===== src/hdl/hotp_pkg.sv =====
// Shared types and constants for the head orientation to pointer block.
// Used by the channel interfaces, the shared multiplier and the top level.
package hotp_pkg;

  localparam int ACCUM_WIDTH_DEF = 40;

  localparam int ANGLE_W    = 17;
  localparam int DELTA_W    = 18;
  localparam int MOVE_W     = 16;
  localparam int CLICK_W    = 8;
  localparam int CFG_IDX_W  = 3;
  localparam int CFG_DATA_W = 16;

  localparam int MUL_A_W = 36;
  localparam int MUL_B_W = 16;
  localparam int MUL_P_W = MUL_A_W + MUL_B_W + 1;

  localparam logic signed [DELTA_W-1:0] YAW_HALF = 18'sd46080;
  localparam logic signed [DELTA_W-1:0] YAW_FULL = 18'sd92160;

  typedef enum logic [CFG_IDX_W-1:0] {
    CFG_YAW_GAIN,
    CFG_PITCH_GAIN,
    CFG_DEAD_BAND,
    CFG_SMOOTH_WEIGHT,
    CFG_ROLL_LIMIT,
    CFG_SCROLL_GAIN,
    CFG_INVERT_MASK,
    CFG_TRACKING_ON
  } cfg_idx_t;

  typedef enum logic [3:0] {
    OP_NONE,
    OP_GX,
    OP_GY,
    OP_GS,
    OP_XC,
    OP_XL,
    OP_XH,
    OP_YC,
    OP_YL,
    OP_YH
  } op_t;

  typedef enum logic [3:0] {
    S_IDLE,
    S_DELTA,
    S_DEAD,
    S_GX,
    S_GY,
    S_GS,
    S_XC,
    S_XL,
    S_XH,
    S_YC,
    S_YL,
    S_YH,
    S_WAIT,
    S_FRAC,
    S_PIX
  } state_t;

  typedef struct packed {
    op_t                       op;
    logic signed [MUL_A_W-1:0] a;
    logic [MUL_B_W-1:0]        b;
  } mul_req_t;

  typedef struct packed {
    op_t                       op;
    logic signed [MUL_P_W-1:0] p;
  } mul_rsp_t;

endpackage


===== src/hdl/hotp_in_if.sv =====
// Input channel of the head orientation to pointer block: one orientation
// sample or recenter request per transaction. Depends on hotp_pkg.
interface hotp_in_if
  import hotp_pkg::*;
();
  logic                      valid;
  logic                      ready;
  logic                      kind;
  logic signed [ANGLE_W-1:0] roll_angle;
  logic signed [ANGLE_W-1:0] pitch_angle;
  logic signed [ANGLE_W-1:0] yaw_angle;

  modport source (output valid, kind, roll_angle, pitch_angle, yaw_angle, input ready);
  modport sink   (input valid, kind, roll_angle, pitch_angle, yaw_angle, output ready);
endinterface


===== src/hdl/hotp_out_if.sv =====
// Result channel of the head orientation to pointer block: one pointer move
// and scroll report per transaction. Depends on hotp_pkg.
interface hotp_out_if
  import hotp_pkg::*;
();
  logic                     valid;
  logic                     ready;
  logic signed [MOVE_W-1:0] move_x;
  logic signed [MOVE_W-1:0] move_y;
  logic [CLICK_W-1:0]       wheel_clicks;
  logic                     scroll_up;

  modport source (output valid, move_x, move_y, wheel_clicks, scroll_up, input ready);
  modport sink   (input valid, move_x, move_y, wheel_clicks, scroll_up, output ready);
endinterface


===== src/hdl/head_orientation_to_pointer.sv =====
// Top level of the head orientation to pointer block.
// Depends on hotp_pkg, hotp_in_if, hotp_out_if and hotp_mul.
//
// Converts head orientation samples into relative pointer moves and wheel
// clicks. A recenter request, a reference capture, or any transaction while
// tracking is off is handled in the idle state. Every other sample runs from
// acceptance to the result register before the next sample is accepted:
// nine products pass in turn through one shared 36x16 multiplier (two gains,
// the scroll amount and three partial products of each smoothing blend),
// framed by delta, deadzone, accumulate and pixel-extraction steps. The
// final step waits while an earlier result is still held in the output
// register. Configuration writes are taken on any cycle and are expected
// only while the block is idle.
module head_orientation_to_pointer
  import hotp_pkg::*;
#(
  parameter int ACCUM_WIDTH = ACCUM_WIDTH_DEF
) (
  input  logic                  clk,
  input  logic                  rst_n,
  hotp_in_if.sink               in_chan,
  hotp_out_if.source            out_chan,
  input  logic                  cfg_we,
  input  logic [CFG_IDX_W-1:0]  cfg_index,
  input  logic [CFG_DATA_W-1:0] cfg_data
);

  localparam int BW = ACCUM_WIDTH + 20;
  localparam int QW = ACCUM_WIDTH - 16;
  localparam logic signed [QW-1:0] Q_MAX = QW'(32767);
  localparam logic signed [QW-1:0] Q_MIN = -Q_MAX;

  // configuration
  logic [15:0] yaw_gain_r, pitch_gain_r, dead_band_r, roll_limit_r, scroll_gain_r;
  logic [8:0]  smooth_weight_r;
  logic [2:0]  invert_mask_r;
  logic        tracking_on_r;

  // control and model state
  state_t state_r, state_nxt;
  logic   ref_valid_r;
  logic   out_valid_r;
  logic signed [ANGLE_W-1:0]     prev_yaw_r, prev_pitch_r;
  logic signed [ACCUM_WIDTH-1:0] prev_dx_r, prev_dy_r, frac_x_r, frac_y_r;

  // working registers
  logic signed [ANGLE_W-1:0]     roll_r, pitch_r, yaw_r;
  logic signed [DELTA_W-1:0]     dyaw_r, dpitch_r, dz_yaw_r, dz_pitch_r;
  logic [DELTA_W-1:0]            scroll_a_r;
  logic signed [MUL_A_W-1:0]     cur_x_r, cur_y_r;
  logic signed [BW-1:0]          blend_r;
  logic signed [ACCUM_WIDTH-1:0] dx_r, dy_r;
  logic [CLICK_W-1:0]            clicks_r;
  logic signed [MOVE_W-1:0]      move_x_r, move_y_r;
  logic [CLICK_W-1:0]            clicks_out_r;
  logic                          up_out_r;

  mul_req_t mul_req;
  mul_rsp_t mul_rsp;

  logic in_ready, in_acc, start_sample, pix_go;

  hotp_mul u_mul (
    .clk   (clk),
    .rst_n (rst_n),
    .req   (mul_req),
    .rsp   (mul_rsp)
  );

  function automatic logic signed [DELTA_W-1:0] dead_zone(
    input logic signed [DELTA_W-1:0] d,
    input logic [15:0]               db
  );
    logic [DELTA_W-1:0] mag;
    logic [DELTA_W-1:0] m;
    mag = d[DELTA_W-1] ? DELTA_W'(-d) : DELTA_W'(d);
    m   = mag - DELTA_W'(db);
    if (mag < DELTA_W'(db)) begin
      dead_zone = '0;
    end else if (d[DELTA_W-1]) begin
      dead_zone = -$signed(m);
    end else begin
      dead_zone = $signed(m);
    end
  endfunction

  // delta and roll logic
  logic signed [DELTA_W-1:0] dyaw_raw, dyaw_w1, dyaw_w, dpitch_raw;
  logic [DELTA_W-1:0]        roll_abs, roll_ext;
  logic                      roll_over;

  always_comb begin
    dyaw_raw   = DELTA_W'(yaw_r) - DELTA_W'(prev_yaw_r);
    dpitch_raw = DELTA_W'(pitch_r) - DELTA_W'(prev_pitch_r);
    dyaw_w1    = (dyaw_raw > YAW_HALF) ? dyaw_raw - YAW_FULL : dyaw_raw;
    dyaw_w     = (dyaw_w1 < -YAW_HALF) ? dyaw_w1 + YAW_FULL : dyaw_w1;
    roll_ext   = DELTA_W'(roll_r);
    roll_abs   = roll_r[ANGLE_W-1] ? -roll_ext : roll_ext;
    roll_over  = roll_abs > DELTA_W'(roll_limit_r);
  end

  // multiplier operands
  logic [8:0]           w_c, w_inv;
  logic signed [18:0]   ax_ext, ay_ext, ax_sel, ay_sel;

  always_comb begin
    w_c    = (smooth_weight_r > 9'd256) ? 9'd256 : smooth_weight_r;
    w_inv  = 9'd256 - w_c;
    ax_ext = 19'(dz_yaw_r);
    ay_ext = 19'(dz_pitch_r);
    ax_sel = invert_mask_r[0] ? -ax_ext : ax_ext;
    ay_sel = invert_mask_r[1] ? -ay_ext : ay_ext;
  end

  // blend completion and pixel extraction
  logic signed [BW-1:0]          blend_fin;
  logic signed [QW-1:0]          qx, qy;
  logic                          rnd_x, rnd_y;
  logic signed [ACCUM_WIDTH-1:0] rem_x, rem_y;
  logic signed [MOVE_W-1:0]      mx_c, my_c;
  logic                          any_c, up_c;

  always_comb begin
    blend_fin = blend_r + (BW'(mul_rsp.p) <<< 32);
    rnd_x = frac_x_r[ACCUM_WIDTH-1] & (|frac_x_r[15:0]);
    rnd_y = frac_y_r[ACCUM_WIDTH-1] & (|frac_y_r[15:0]);
    qx = $signed(frac_x_r[ACCUM_WIDTH-1:16]) + QW'(rnd_x);
    qy = $signed(frac_y_r[ACCUM_WIDTH-1:16]) + QW'(rnd_y);
    rem_x = {{QW{rnd_x}}, frac_x_r[15:0]};
    rem_y = {{QW{rnd_y}}, frac_y_r[15:0]};
    if (qx > Q_MAX) begin
      mx_c = MOVE_W'(Q_MAX);
    end else if (qx < Q_MIN) begin
      mx_c = MOVE_W'(Q_MIN);
    end else begin
      mx_c = qx[MOVE_W-1:0];
    end
    if (qy > Q_MAX) begin
      my_c = MOVE_W'(Q_MAX);
    end else if (qy < Q_MIN) begin
      my_c = MOVE_W'(Q_MIN);
    end else begin
      my_c = qy[MOVE_W-1:0];
    end
    any_c = (mx_c != '0) || (my_c != '0) || (clicks_r != '0);
    up_c  = (clicks_r != '0) &
            ((!roll_r[ANGLE_W-1] && (roll_r != '0)) ^ invert_mask_r[2]);
  end

  assign in_acc       = in_chan.valid && in_ready;
  assign start_sample = in_acc && tracking_on_r && !in_chan.kind && ref_valid_r;
  assign pix_go       = !out_valid_r || out_chan.ready;

  // next state
  always_comb begin
    state_nxt = state_r;
    case (state_r)
      S_IDLE:  if (start_sample) state_nxt = S_DELTA;
      S_DELTA: state_nxt = S_DEAD;
      S_DEAD:  state_nxt = S_GX;
      S_GX:    state_nxt = S_GY;
      S_GY:    state_nxt = S_GS;
      S_GS:    state_nxt = S_XC;
      S_XC:    state_nxt = S_XL;
      S_XL:    state_nxt = S_XH;
      S_XH:    state_nxt = S_YC;
      S_YC:    state_nxt = S_YL;
      S_YL:    state_nxt = S_YH;
      S_YH:    state_nxt = S_WAIT;
      S_WAIT:  state_nxt = S_FRAC;
      S_FRAC:  state_nxt = S_PIX;
      S_PIX:   if (pix_go) state_nxt = S_IDLE;
      default: state_nxt = S_IDLE;
    endcase
  end

  // sequencer outputs: handshake and multiplier issue
  always_comb begin
    in_ready    = 1'b0;
    mul_req.op  = OP_NONE;
    mul_req.a   = '0;
    mul_req.b   = '0;
    case (state_r)
      S_IDLE: in_ready = 1'b1;
      S_GX: begin
        mul_req.op = OP_GX;
        mul_req.a  = MUL_A_W'(ax_sel);
        mul_req.b  = yaw_gain_r;
      end
      S_GY: begin
        mul_req.op = OP_GY;
        mul_req.a  = MUL_A_W'(ay_sel);
        mul_req.b  = pitch_gain_r;
      end
      S_GS: begin
        mul_req.op = OP_GS;
        mul_req.a  = MUL_A_W'({1'b0, scroll_a_r});
        mul_req.b  = scroll_gain_r;
      end
      S_XC: begin
        mul_req.op = OP_XC;
        mul_req.a  = cur_x_r;
        mul_req.b  = MUL_B_W'(w_inv);
      end
      S_XL: begin
        mul_req.op = OP_XL;
        mul_req.a  = MUL_A_W'({1'b0, prev_dx_r[31:0]});
        mul_req.b  = MUL_B_W'(w_c);
      end
      S_XH: begin
        mul_req.op = OP_XH;
        mul_req.a  = MUL_A_W'($signed(prev_dx_r[ACCUM_WIDTH-1:32]));
        mul_req.b  = MUL_B_W'(w_c);
      end
      S_YC: begin
        mul_req.op = OP_YC;
        mul_req.a  = cur_y_r;
        mul_req.b  = MUL_B_W'(w_inv);
      end
      S_YL: begin
        mul_req.op = OP_YL;
        mul_req.a  = MUL_A_W'({1'b0, prev_dy_r[31:0]});
        mul_req.b  = MUL_B_W'(w_c);
      end
      S_YH: begin
        mul_req.op = OP_YH;
        mul_req.a  = MUL_A_W'($signed(prev_dy_r[ACCUM_WIDTH-1:32]));
        mul_req.b  = MUL_B_W'(w_c);
      end
      default: ;
    endcase
  end

  // control, configuration and model state
  always_ff @(posedge clk) begin
    if (!rst_n) begin
      state_r         <= S_IDLE;
      yaw_gain_r      <= 16'd11520;
      pitch_gain_r    <= 16'd11520;
      dead_band_r     <= 16'd0;
      smooth_weight_r <= 9'd0;
      roll_limit_r    <= 16'd5120;
      scroll_gain_r   <= 16'd410;
      invert_mask_r   <= 3'd2;
      tracking_on_r   <= 1'b1;
      ref_valid_r     <= 1'b0;
      out_valid_r     <= 1'b0;
      prev_yaw_r      <= '0;
      prev_pitch_r    <= '0;
      prev_dx_r       <= '0;
      prev_dy_r       <= '0;
      frac_x_r        <= '0;
      frac_y_r        <= '0;
    end else begin
      state_r <= state_nxt;

      if (cfg_we) begin
        case (cfg_idx_t'(cfg_index))
          CFG_YAW_GAIN:      yaw_gain_r      <= cfg_data;
          CFG_PITCH_GAIN:    pitch_gain_r    <= cfg_data;
          CFG_DEAD_BAND:     dead_band_r     <= cfg_data;
          CFG_SMOOTH_WEIGHT: smooth_weight_r <= cfg_data[8:0];
          CFG_ROLL_LIMIT:    roll_limit_r    <= cfg_data;
          CFG_SCROLL_GAIN:   scroll_gain_r   <= cfg_data;
          CFG_INVERT_MASK:   invert_mask_r   <= cfg_data[2:0];
          CFG_TRACKING_ON:   tracking_on_r   <= cfg_data[0];
          default: ;
        endcase
      end

      // recenter drops the reference; the first sample after it captures one
      if (in_acc && tracking_on_r) begin
        if (in_chan.kind) begin
          ref_valid_r <= 1'b0;
        end else if (!ref_valid_r) begin
          prev_yaw_r   <= in_chan.yaw_angle;
          prev_pitch_r <= in_chan.pitch_angle;
          frac_x_r     <= '0;
          frac_y_r     <= '0;
          ref_valid_r  <= 1'b1;
        end
      end

      if (state_r == S_FRAC) begin
        frac_x_r  <= frac_x_r + dx_r;
        frac_y_r  <= frac_y_r + dy_r;
        prev_dx_r <= dx_r;
        prev_dy_r <= dy_r;
      end

      if (state_r == S_PIX && pix_go) begin
        frac_x_r     <= rem_x;
        frac_y_r     <= rem_y;
        prev_yaw_r   <= yaw_r;
        prev_pitch_r <= pitch_r;
      end

      if (state_r == S_PIX && pix_go && any_c) begin
        out_valid_r <= 1'b1;
      end else if (out_chan.ready) begin
        out_valid_r <= 1'b0;
      end
    end
  end

  // datapath registers
  always_ff @(posedge clk) begin
    if (start_sample) begin
      roll_r  <= in_chan.roll_angle;
      pitch_r <= in_chan.pitch_angle;
      yaw_r   <= in_chan.yaw_angle;
    end

    if (state_r == S_DELTA) begin
      dyaw_r     <= dyaw_w;
      dpitch_r   <= dpitch_raw;
      scroll_a_r <= roll_over ? roll_abs - DELTA_W'(roll_limit_r) : '0;
    end

    if (state_r == S_DEAD) begin
      dz_yaw_r   <= dead_zone(dyaw_r, dead_band_r);
      dz_pitch_r <= dead_zone(dpitch_r, dead_band_r);
    end

    // take each product as it leaves the multiplier
    case (mul_rsp.op)
      OP_GX: cur_x_r <= mul_rsp.p[MUL_A_W-1:0];
      OP_GY: cur_y_r <= mul_rsp.p[MUL_A_W-1:0];
      OP_GS: clicks_r <= (|mul_rsp.p[MUL_P_W-1:28]) ? 8'hFF : mul_rsp.p[27:20];
      OP_XC, OP_YC: blend_r <= BW'(mul_rsp.p);
      OP_XL, OP_YL: blend_r <= blend_r + BW'(mul_rsp.p);
      OP_XH: dx_r <= blend_fin[ACCUM_WIDTH+7:8];
      OP_YH: dy_r <= blend_fin[ACCUM_WIDTH+7:8];
      default: ;
    endcase

    if (state_r == S_PIX && pix_go && any_c) begin
      move_x_r     <= mx_c;
      move_y_r     <= my_c;
      clicks_out_r <= clicks_r;
      up_out_r     <= up_c;
    end
  end

  assign in_chan.ready         = in_ready;
  assign out_chan.valid        = out_valid_r;
  assign out_chan.move_x       = move_x_r;
  assign out_chan.move_y       = move_y_r;
  assign out_chan.wheel_clicks = clicks_out_r;
  assign out_chan.scroll_up    = up_out_r;

  a_result_from_pix: assert property (@(posedge clk) disable iff (!rst_n)
    $rose(out_valid_r) |-> $past(state_r) == S_PIX)
    else $error("result raised outside the pixel step");

  a_result_moves: assert property (@(posedge clk) disable iff (!rst_n)
    out_valid_r |-> (move_x_r != '0 || move_y_r != '0 || clicks_out_r != '0))
    else $error("empty result presented");

  a_up_needs_clicks: assert property (@(posedge clk) disable iff (!rst_n)
    out_valid_r && up_out_r |-> clicks_out_r != '0)
    else $error("scroll direction set without clicks");

  a_gain_x_in_order: assert property (@(posedge clk) disable iff (!rst_n)
    state_r == S_GY |-> mul_rsp.op == OP_GX)
    else $error("multiplier response out of sequence");

endmodule


===== src/hdl/hotp_mul.sv =====
// Shared signed-by-unsigned multiplier with a registered product and tag.
// Depends on hotp_pkg for the request and response structs.
module hotp_mul
  import hotp_pkg::*;
(
  input  logic     clk,
  input  logic     rst_n,
  input  mul_req_t req,
  output mul_rsp_t rsp
);

  op_t                       op_r;
  logic signed [MUL_P_W-1:0] p_r;

  always_ff @(posedge clk) begin
    if (!rst_n) begin
      op_r <= OP_NONE;
    end else begin
      op_r <= req.op;
    end
  end

  always_ff @(posedge clk) begin
    p_r <= $signed(req.a) * $signed({1'b0, req.b});
  end

  assign rsp.op = op_r;
  assign rsp.p  = p_r;

endmodule


===== src/flat_wrapper.sv =====
// flat-port wrapper written by rule: the top's interface ports become plain ports
module head_orientation_to_pointer_flat import hotp_pkg::*;
#(
  parameter int ACCUM_WIDTH = ACCUM_WIDTH_DEF
)
  (clk, rst_n, cfg_we, cfg_index, cfg_data, in_chan_valid, in_chan_kind, in_chan_roll_angle, in_chan_pitch_angle, in_chan_yaw_angle, in_chan_ready, out_chan_valid, out_chan_move_x, out_chan_move_y, out_chan_wheel_clicks, out_chan_scroll_up, out_chan_ready);
  hotp_in_if in_chan_i ();
  hotp_out_if out_chan_i ();
  input  logic clk;
  input  logic rst_n;
  input  logic cfg_we;
  input  logic [CFG_IDX_W-1:0] cfg_index;
  input  logic [CFG_DATA_W-1:0] cfg_data;
  input wire logic [$bits(in_chan_i.valid)-1:0] in_chan_valid;
  input wire logic [$bits(in_chan_i.kind)-1:0] in_chan_kind;
  input wire logic [$bits(in_chan_i.roll_angle)-1:0] in_chan_roll_angle;
  input wire logic [$bits(in_chan_i.pitch_angle)-1:0] in_chan_pitch_angle;
  input wire logic [$bits(in_chan_i.yaw_angle)-1:0] in_chan_yaw_angle;
  output wire logic [$bits(in_chan_i.ready)-1:0] in_chan_ready;
  output wire logic [$bits(out_chan_i.valid)-1:0] out_chan_valid;
  output wire logic [$bits(out_chan_i.move_x)-1:0] out_chan_move_x;
  output wire logic [$bits(out_chan_i.move_y)-1:0] out_chan_move_y;
  output wire logic [$bits(out_chan_i.wheel_clicks)-1:0] out_chan_wheel_clicks;
  output wire logic [$bits(out_chan_i.scroll_up)-1:0] out_chan_scroll_up;
  input wire logic [$bits(out_chan_i.ready)-1:0] out_chan_ready;
  assign in_chan_i.valid = in_chan_valid;
  assign in_chan_i.kind = in_chan_kind;
  assign in_chan_i.roll_angle = in_chan_roll_angle;
  assign in_chan_i.pitch_angle = in_chan_pitch_angle;
  assign in_chan_i.yaw_angle = in_chan_yaw_angle;
  assign in_chan_ready = in_chan_i.ready;
  assign out_chan_valid = out_chan_i.valid;
  assign out_chan_move_x = out_chan_i.move_x;
  assign out_chan_move_y = out_chan_i.move_y;
  assign out_chan_wheel_clicks = out_chan_i.wheel_clicks;
  assign out_chan_scroll_up = out_chan_i.scroll_up;
  assign out_chan_i.ready = out_chan_ready;
  head_orientation_to_pointer #(.ACCUM_WIDTH(ACCUM_WIDTH)) u_core (.clk(clk), .rst_n(rst_n), .in_chan(in_chan_i), .out_chan(out_chan_i), .cfg_we(cfg_we), .cfg_index(cfg_index), .cfg_data(cfg_data));
endmodule

===== config.mk =====
export PLATFORM = sky130hd
export DESIGN_NAME = head_orientation_to_pointer_flat
export DESIGN_NICKNAME = d
export VERILOG_FILES = /design/src/hdl/hotp_pkg.sv /design/src/hdl/hotp_in_if.sv /design/src/hdl/hotp_out_if.sv /design/src/hdl/head_orientation_to_pointer.sv /design/src/hdl/hotp_mul.sv /design/src/flat_wrapper.sv
export SDC_FILE = /design/constraint.sdc
export NUM_CORES = 2
export LEC_CHECK = 0
export BUFFER_PORTS_ARGS = -buffer_cell sky130_fd_sc_hd__buf_2
export CORE_MARGIN = 5
export CORE_UTILIZATION = 55
export CTS_BUF_LIST = sky130_fd_sc_hd__clkbuf_4 sky130_fd_sc_hd__clkbuf_8
export CTS_CLUSTER_SIZE = 40
export DETAILED_ROUTE_END_ITERATION = 6
export PLACE_DENSITY_LB_ADDON = 0.05
export SLEW_MARGIN = 20
export SYNTH_ARGS = -nofsm -noshare
export SYNTH_HDL_FRONTEND = slang
export SYNTH_SLANG_ARGS = --single-unit

===== constraint.sdc =====
create_clock -name clk -period 8.8 [get_ports clk]
set_clock_uncertainty 0.15 [all_clocks]
set_input_delay 1.32 -clock clk [delete_from_list [all_inputs] [get_ports clk]]
set_output_delay 1.32 -clock clk [all_outputs]
set_load 0.05 [all_outputs]

# [Word level (Yosys, flattened, before mapping)]
# Cells that the tools add are included.
[totals] regBits=752 latchBits=0 mem_bits_rw=0 mem_bits_ro=0 output_inout_bits=43 word_cells=193 n_memories=0
[op_classes] n_addsub=21 n_mul=1 n_div=0 n_lt_le_gt_ge=10 eq_ne=38 shift=0 mux=38 bitwise=5 n_reduce_logical=41
[ops] cell="56-bit one-hot mux with 9 select lines" count=1
[ops] cell="40-bit 2-to-1 mux" count=7
[ops] cell="17-bit 2-to-1 mux" count=8
[ops] cell="18-bit 2-to-1 mux" count=7
[ops] cell="60-bit one-hot mux with 2 select lines" count=1
[ops] cell="18-bit negation" count=5
[ops] cell="40-bit adder" count=2
[ops] cell="16-bit 2-to-1 mux" count=4
[ops] cell="60-bit by 53-bit adder with 60-bit output" count=1
[ops] cell="4-bit one-hot mux with 15 select lines" count=1
[ops] cell="18-bit by 16-bit subtractor with 18-bit output" count=3
[ops] cell="36-bit by 17-bit multiplier with 53-bit output" count=1
[ops] cell="24-bit by 1-bit adder with 24-bit output" count=2
[ops] cell="48-bit adder" count=1
[ops] cell="24-bit by 16-bit > comparator with 1-bit output, second input constant" count=2
[ops] cell="24-bit by 16-bit < comparator with 1-bit output, second input constant" count=2
[ops] cell="19-bit 2-to-1 mux" count=2
[ops] cell="18-bit negation with 19-bit output" count=2
[ops] cell="4-bit equality test, second input constant" count=9
[ops] cell="18-bit by 16-bit < comparator with 1-bit output" count=2
[ops] cell="17-bit by 17-bit subtractor with 18-bit output" count=2
[ops] cell="4-bit by 3-bit equality test with 1-bit output, second input constant" count=8
[ops] cell="16-bit nonzero test" count=2
[ops] cell="16-bit OR reduction" count=2
[ops] cell="other kinds (36)" count=77

# [Logic depth before layout (Yosys ltp)]
[logic_depth] ltp_word=11 depth_mapped=39 mapped_depth_nobuf=36

# [By module]
# From an unflattened synthesis, not the netlist that was laid out.
[hier_totals] hier_cells=6753 hier_area_um2=61181.2
[modules_own_cells] module="head_orientation_to_pointer" instances=1 cells_per_inst=4388 area_per_inst_um2=39972.1 seq_area_each_um2=17576.9
[modules_own_cells] module="hotp_mul" instances=1 cells_per_inst=2365 area_per_inst_um2=21209.1 seq_area_each_um2=1141.1

# [Least setup slack after synthesis]
# Ideal clock, no wire load.
[synth_timing] path_kind="register to register" start="register u_core.dz_pitch_r[6]" end="register u_core.u_mul.p_r[51]" arrival_time_ns=9.162 setup_slack_ns=-0.584 stages_incl_launch_ff=36 cell_sequence="edfxtp_1 or4_1 or4_1 or2_1 or4_1 nor4_1 nor2_1 mux2i_1 o221a_2 buf_2 buf_2 nand3_1 nand2_1 fa_1 fa_1 fa_1 inv_1 fa_1 fa_1 inv_1 fa_1 inv_1 ha_1 a21o_1 a21o_1 a21oi_1 and4_1 a21oi_1 a221o_1 a221o_1 a21o_1 a221o_1 a21oi_1 o21bai_1 a21oi_1 xnor2_1"
[synth_via] elab_chain_cells=4
[synth_lines] item="start: declaration" line="head_orientation_to_pointer.sv:48" source="logic signed [DELTA_W-1:0] dyaw_r, dpitch_r, dz_yaw_r, dz_pitch_r;"
[synth_lines] item="start signal: assignment" line="head_orientation_to_pointer.sv:322" source="dz_pitch_r <= dead_zone(dpitch_r, dead_band_r);"
[synth_lines] item="18-bit negation with 19-bit output" line="head_orientation_to_pointer.sv:112" source="ay_sel = invert_mask_r[1] ? -ay_ext : ay_ext;"
[synth_lines] item="19-bit 2-to-1 mux *" line="head_orientation_to_pointer.sv:112"
[synth_lines] item="56-bit one-hot mux with 9 select lines *" line="head_orientation_to_pointer.sv:183" source="case (state_r)"
[synth_lines] item="36-bit by 17-bit multiplier with 53-bit output *" line="hotp_mul.sv:24" source="p_r <= $signed(req.a) * $signed({1'b0, req.b});"
[synth_lines] item="end signal: assignment" line="hotp_mul.sv:24"
[synth_lines] item="end: declaration" line="hotp_mul.sv:13" source="logic signed [MUL_P_W-1:0] p_r;"
# Mark *: on every way between the ends. The rest lies on a longest branch, timed or not.
# A chain may end at the register's enable or synchronous reset.

# [Final worst setup path]
[layout_timing] start="register u_core.dz_pitch_r[7]" end="register u_core.u_mul.p_r[51]"
# The elaborated chain is that of the path after synthesis.

==> metrics <==
cts hold-fix bufs=0; WP data arrival=9.88 ns; starting density of the core=0.551; clk buf depth=3; FF+latch area=18700 µm²; CP dominant cell by count=fa_1; routability cong.=0.937; CP required=9.40 ns; max-cap violations=0; Nets=8141; GRT Overall Usage=0.309; unrepaired setup endpoints after global routing=yes; CP peak stage delay=0.55 ns; Final Slew Violations=0; syn_area_per_cell=9.09 µm²; Post-Syn Instances=6684; switching share of total power=0.273; Leak=30.2 nW; TritonCTS Buffers=131; vias per inst=5.66; fraction of the mapped netlist area in simple logic gates=0.153; die span in x=342 µm; Tmin final=9.28 ns; initial antenna violation count=2; violated checks=negative setup slack; critical path endpoint=u_core.u_mul.p_r[51]; Setup Viol. Count Final=14; initial DRC count=4186; Synth Area in Compound Gates=0.142; CTS H-Tree Depth=4; Hold Path Class=reg2reg; largest net degree at the start of global routing=152; Startpoint Class=flop; Post-Synth Adder-Cell Area=0.257; fraction of synthesized cell area in xor and xnor cells=0.0552; combinational family with the most area after synthesis=adder cells; status=finished with violations; r2r endpoint=u_core.u_mul.p_r[51]; ys async rst share=0; total chip power=8.42 mW; Fin. Hold Viols=0; Reg2Reg Depth=35; area of the multi-input gates=38200 µm²; FILL cells=9560; post-route setup TNS=-3.98 ns; Residual DRC=0; Worst-Skew Late Latency=0.84 ns; Port Buffers=118; Worst-path clk slew=0.06 ns; register area share after synthesis=0.308; syn nets=7675; slew margin rel.=0.310; share of layout cells above drive strength 1=0.145; die height=342 µm; distinct cell type count after synthesis=97; TritonCTS clock tree=built; total I/O pin count=119; Antenna Nets Post-Route=0; worst reg-to-reg setup slack=-0.48 ns; Cell Rows=122; post-synthesis mux area share=0.00861; power per cell area=120 nW/µm²; Comb power frac=0.137; clock share of power=0.413; Post-DP HPWL=143000 µm; critical path class=reg2reg; Post-synth EDFFs=390; synthesis-to-finish area growth=15.1%; Main synth FF type=edfxtp_1; final wirelength=182000 µm; maximum VDD drop=0.117 mV; Setup WS post-layout=-0.485 ns; vias in the first global route=48800; CP max-delay cell=or4_4; Die Footprint=117000 µm²; First-pass DRT Iterations=7; Flop pwr share=0.451; Critical Path End Type=flop; synthesized cell area=60700 µm²; P_int=6.12 mW; worst setup path start=u_core.dz_pitch_r[7]; worst hold path depth=0; switching power=2.30 mW; final cycle utilization of the critical path=1.06; Synth Warn #=0; Root Buffer=clkbuf_8; reg2reg start=u_core.dz_pitch_r[7]; Yosys reg bits=740; global-route wire length before repair=281000 µm; Fmax=108 MHz; clk sinks=740; Worst Path Max Fanout=6; routed vias=49500; measured slew at the worst slew-check pin=1.03 ns; grt total ovfl=0; core area=110000 µm²; Avg WL per Cell=20.8 µm
-- routing by layer --
layer	global-route usage	share of wire	vias up
met5	0	0.000038	-
met4	0.105	0.036	2
met3	0.0476	0.076	283
met2	0.500	0.46	1689
met1	0.427	0.43	24200
li1	-	-	23400
-- final cells by class --
cell class	instances	area share
antenna	3	0.000107
clock buffer	192	0.0341
clock inverter	52	0.00676
inverter	949	0.0511
multi-input combinational	4720	0.546
sequential	740	0.268
tap	1488	0.0266
timing repair buffer	608	0.0671
-- placed cells by master (no fill, tap or decap), drive strengths merged, types with 13 or more instances in the layout --
cell type  count
nand2        865
and2          39
ha           361
nor3          91
o31ai         36
o31a          14
and3          51
nor2b        122
nand3        123
xnor2        245
a221oi        37
or4           26
xor2         138
a221o         13
nand4         38
a31oi         49
mux2i         50
nor4          41
o22ai         22
edfxtp       390
nor2         485
dfxtp        350
inv          956
a21boi        26
a222oi        27
or3           47
a22oi         98
or2           20
a21oi        396
clkbuf       192
a211oi        55
fa           554
o41ai         14
nand2b        57
o21ai        262
buf          608
o21a          23
a21o         143
clkinv        33
o21bai        34
-- worst min-delay path by stage --
stage | start | endpoint
finish | u_core.clicks_r[2] | u_core.out_chan.wheel_clicks[2]
CTS | u_core.clicks_r[2] | u_core.out_chan.wheel_clicks[2]
floorplan | u_core.clicks_r[1] | u_core.out_chan.wheel_clicks[1]
global route | u_core.clicks_r[0] | u_core.out_chan.wheel_clicks[0]
detailed placement | u_core.clicks_r[2] | u_core.out_chan.wheel_clicks[2]
global placement | u_core.clicks_r[2] | u_core.out_chan.wheel_clicks[2]
-- cell usage after synthesis (22+ instances only) --
cell      number  area [µm²]
o22ai_1       22         138
edfxtp_1     390       11700
a221oi_1      37         324
o31ai_1       35         263
ha_1         361        4520
and2_1        37         231
or4_1         25         188
nand4_1       38         238
a22oi_1       98         736
a21oi_1      393        1970
nand2_1      865        3250
nor2_1       483        1810
nor3_1        91         455
a211oi_1      55         413
o21bai_1      34         255
nor4_1        40         250
clkbuf_1     245         920
nand2b_1      57         357
o21ai_0      236        1180
and3_1        51         319
dfxtp_1      350        7010
mux2i_1       50         500
xor2_1       138        1210
o21a_1        23         173
a222oi_1      27         270
a21boi_0      23         173
nand3_1      122         611
nor2b_1      122         763
a31oi_1       49         307
o21ai_1       26         130
xnor2_1      245        2150
a21o_1       143        1070
or3_1         45         282
fa_1         554       11100
inv_1        949        3560
-- worst max-delay path, delay by kind of cell (launching register included) --
kind / cells / cell delay (ns)
fa+ha+maj: 7 / 3.14
buf+inv: 7 / 0.56
flops: 1 / 0.39
simple gates: 6 / 1.91
xor+xnor: 1 / 0.13
mux: 1 / 0.16
compound gates: 13 / 2.82
-- repair_timing --
action	CTS	global route
endpoints found under the setup margin	17	19
gates resized for setup	62	88
buffers inserted	26	15
cloned	1	0
pin swaps	43	79
-- cell families (layout without fill, tap and decap cells) --
family / after synthesis / after routing
compound gates: 1326 / 1326
xor+xnor: 383 / 383
fa+ha+maj: 915 / 915
buf+inv: 1224 / 1801
flops: 740 / 740
mux: 52 / 52
other cells: 0 / 3
simple gates: 2044 / 2044
-- per-stage QoR --
| stage | cell area [µm²] | instances | hold slack [ns] | worst slack [ns] | utilization |
|---|---|---|---|---|---|
| 2_1_floorplan | 61000 | 6684 | 0.277 | -0.278 | - |
| 3_3_place_gp | 66200 | 8467 | 0.282 | -0.675 | 0.601 |
| 3_5_place_dp | 66200 | 8467 | 0.285 | -0.729 | 0.601 |
| 4_1_cts | 69500 | 8737 | 0.299 | -0.508 | 0.631 |
| 5_1_grt | 69900 | 8750 | 0.313 | -0.728 | 0.634 |
| 6_report | 69900 | 8752 | 0.297 | -0.485 | 0.634 |
-- power groups by stage --
stage / Sequential, mW / Combinational [mW] / Clock [mW]
floorplan: 3.85 / 0.819 / 0
global placement: 3.87 / 1.12 / 0
detailed placement: 3.87 / 1.13 / 0
CTS: 3.80 / 1.14 / 3.54
global route: 3.80 / 1.28 / 3.71
finish: 3.79 / 1.15 / 3.48
-- registers in the layout (all words and copies together) (netlist names), 17 cells and up --
signal	count
u_core.cur_x_r	36
u_core.blend_r	48
u_core.roll_r	17
u_core.dz_pitch_r	18
u_core.frac_x_r	40
u_core.yaw_r	17
u_core.prev_dx_r	40
u_core.prev_dy_r	40
u_core.dpitch_r	18
u_core.dx_r	40
u_core.prev_yaw_r	17
u_core.dy_r	40
u_core.u_mul.p_r	53
u_core.frac_y_r	40
u_core.pitch_r	17
u_core.dyaw_r	18
u_core.scroll_a_r	18
u_core.cur_y_r	36
u_core.prev_pitch_r	17
u_core.dz_yaw_r	18
No activity file was read; power rests on OpenSTA's default activity.
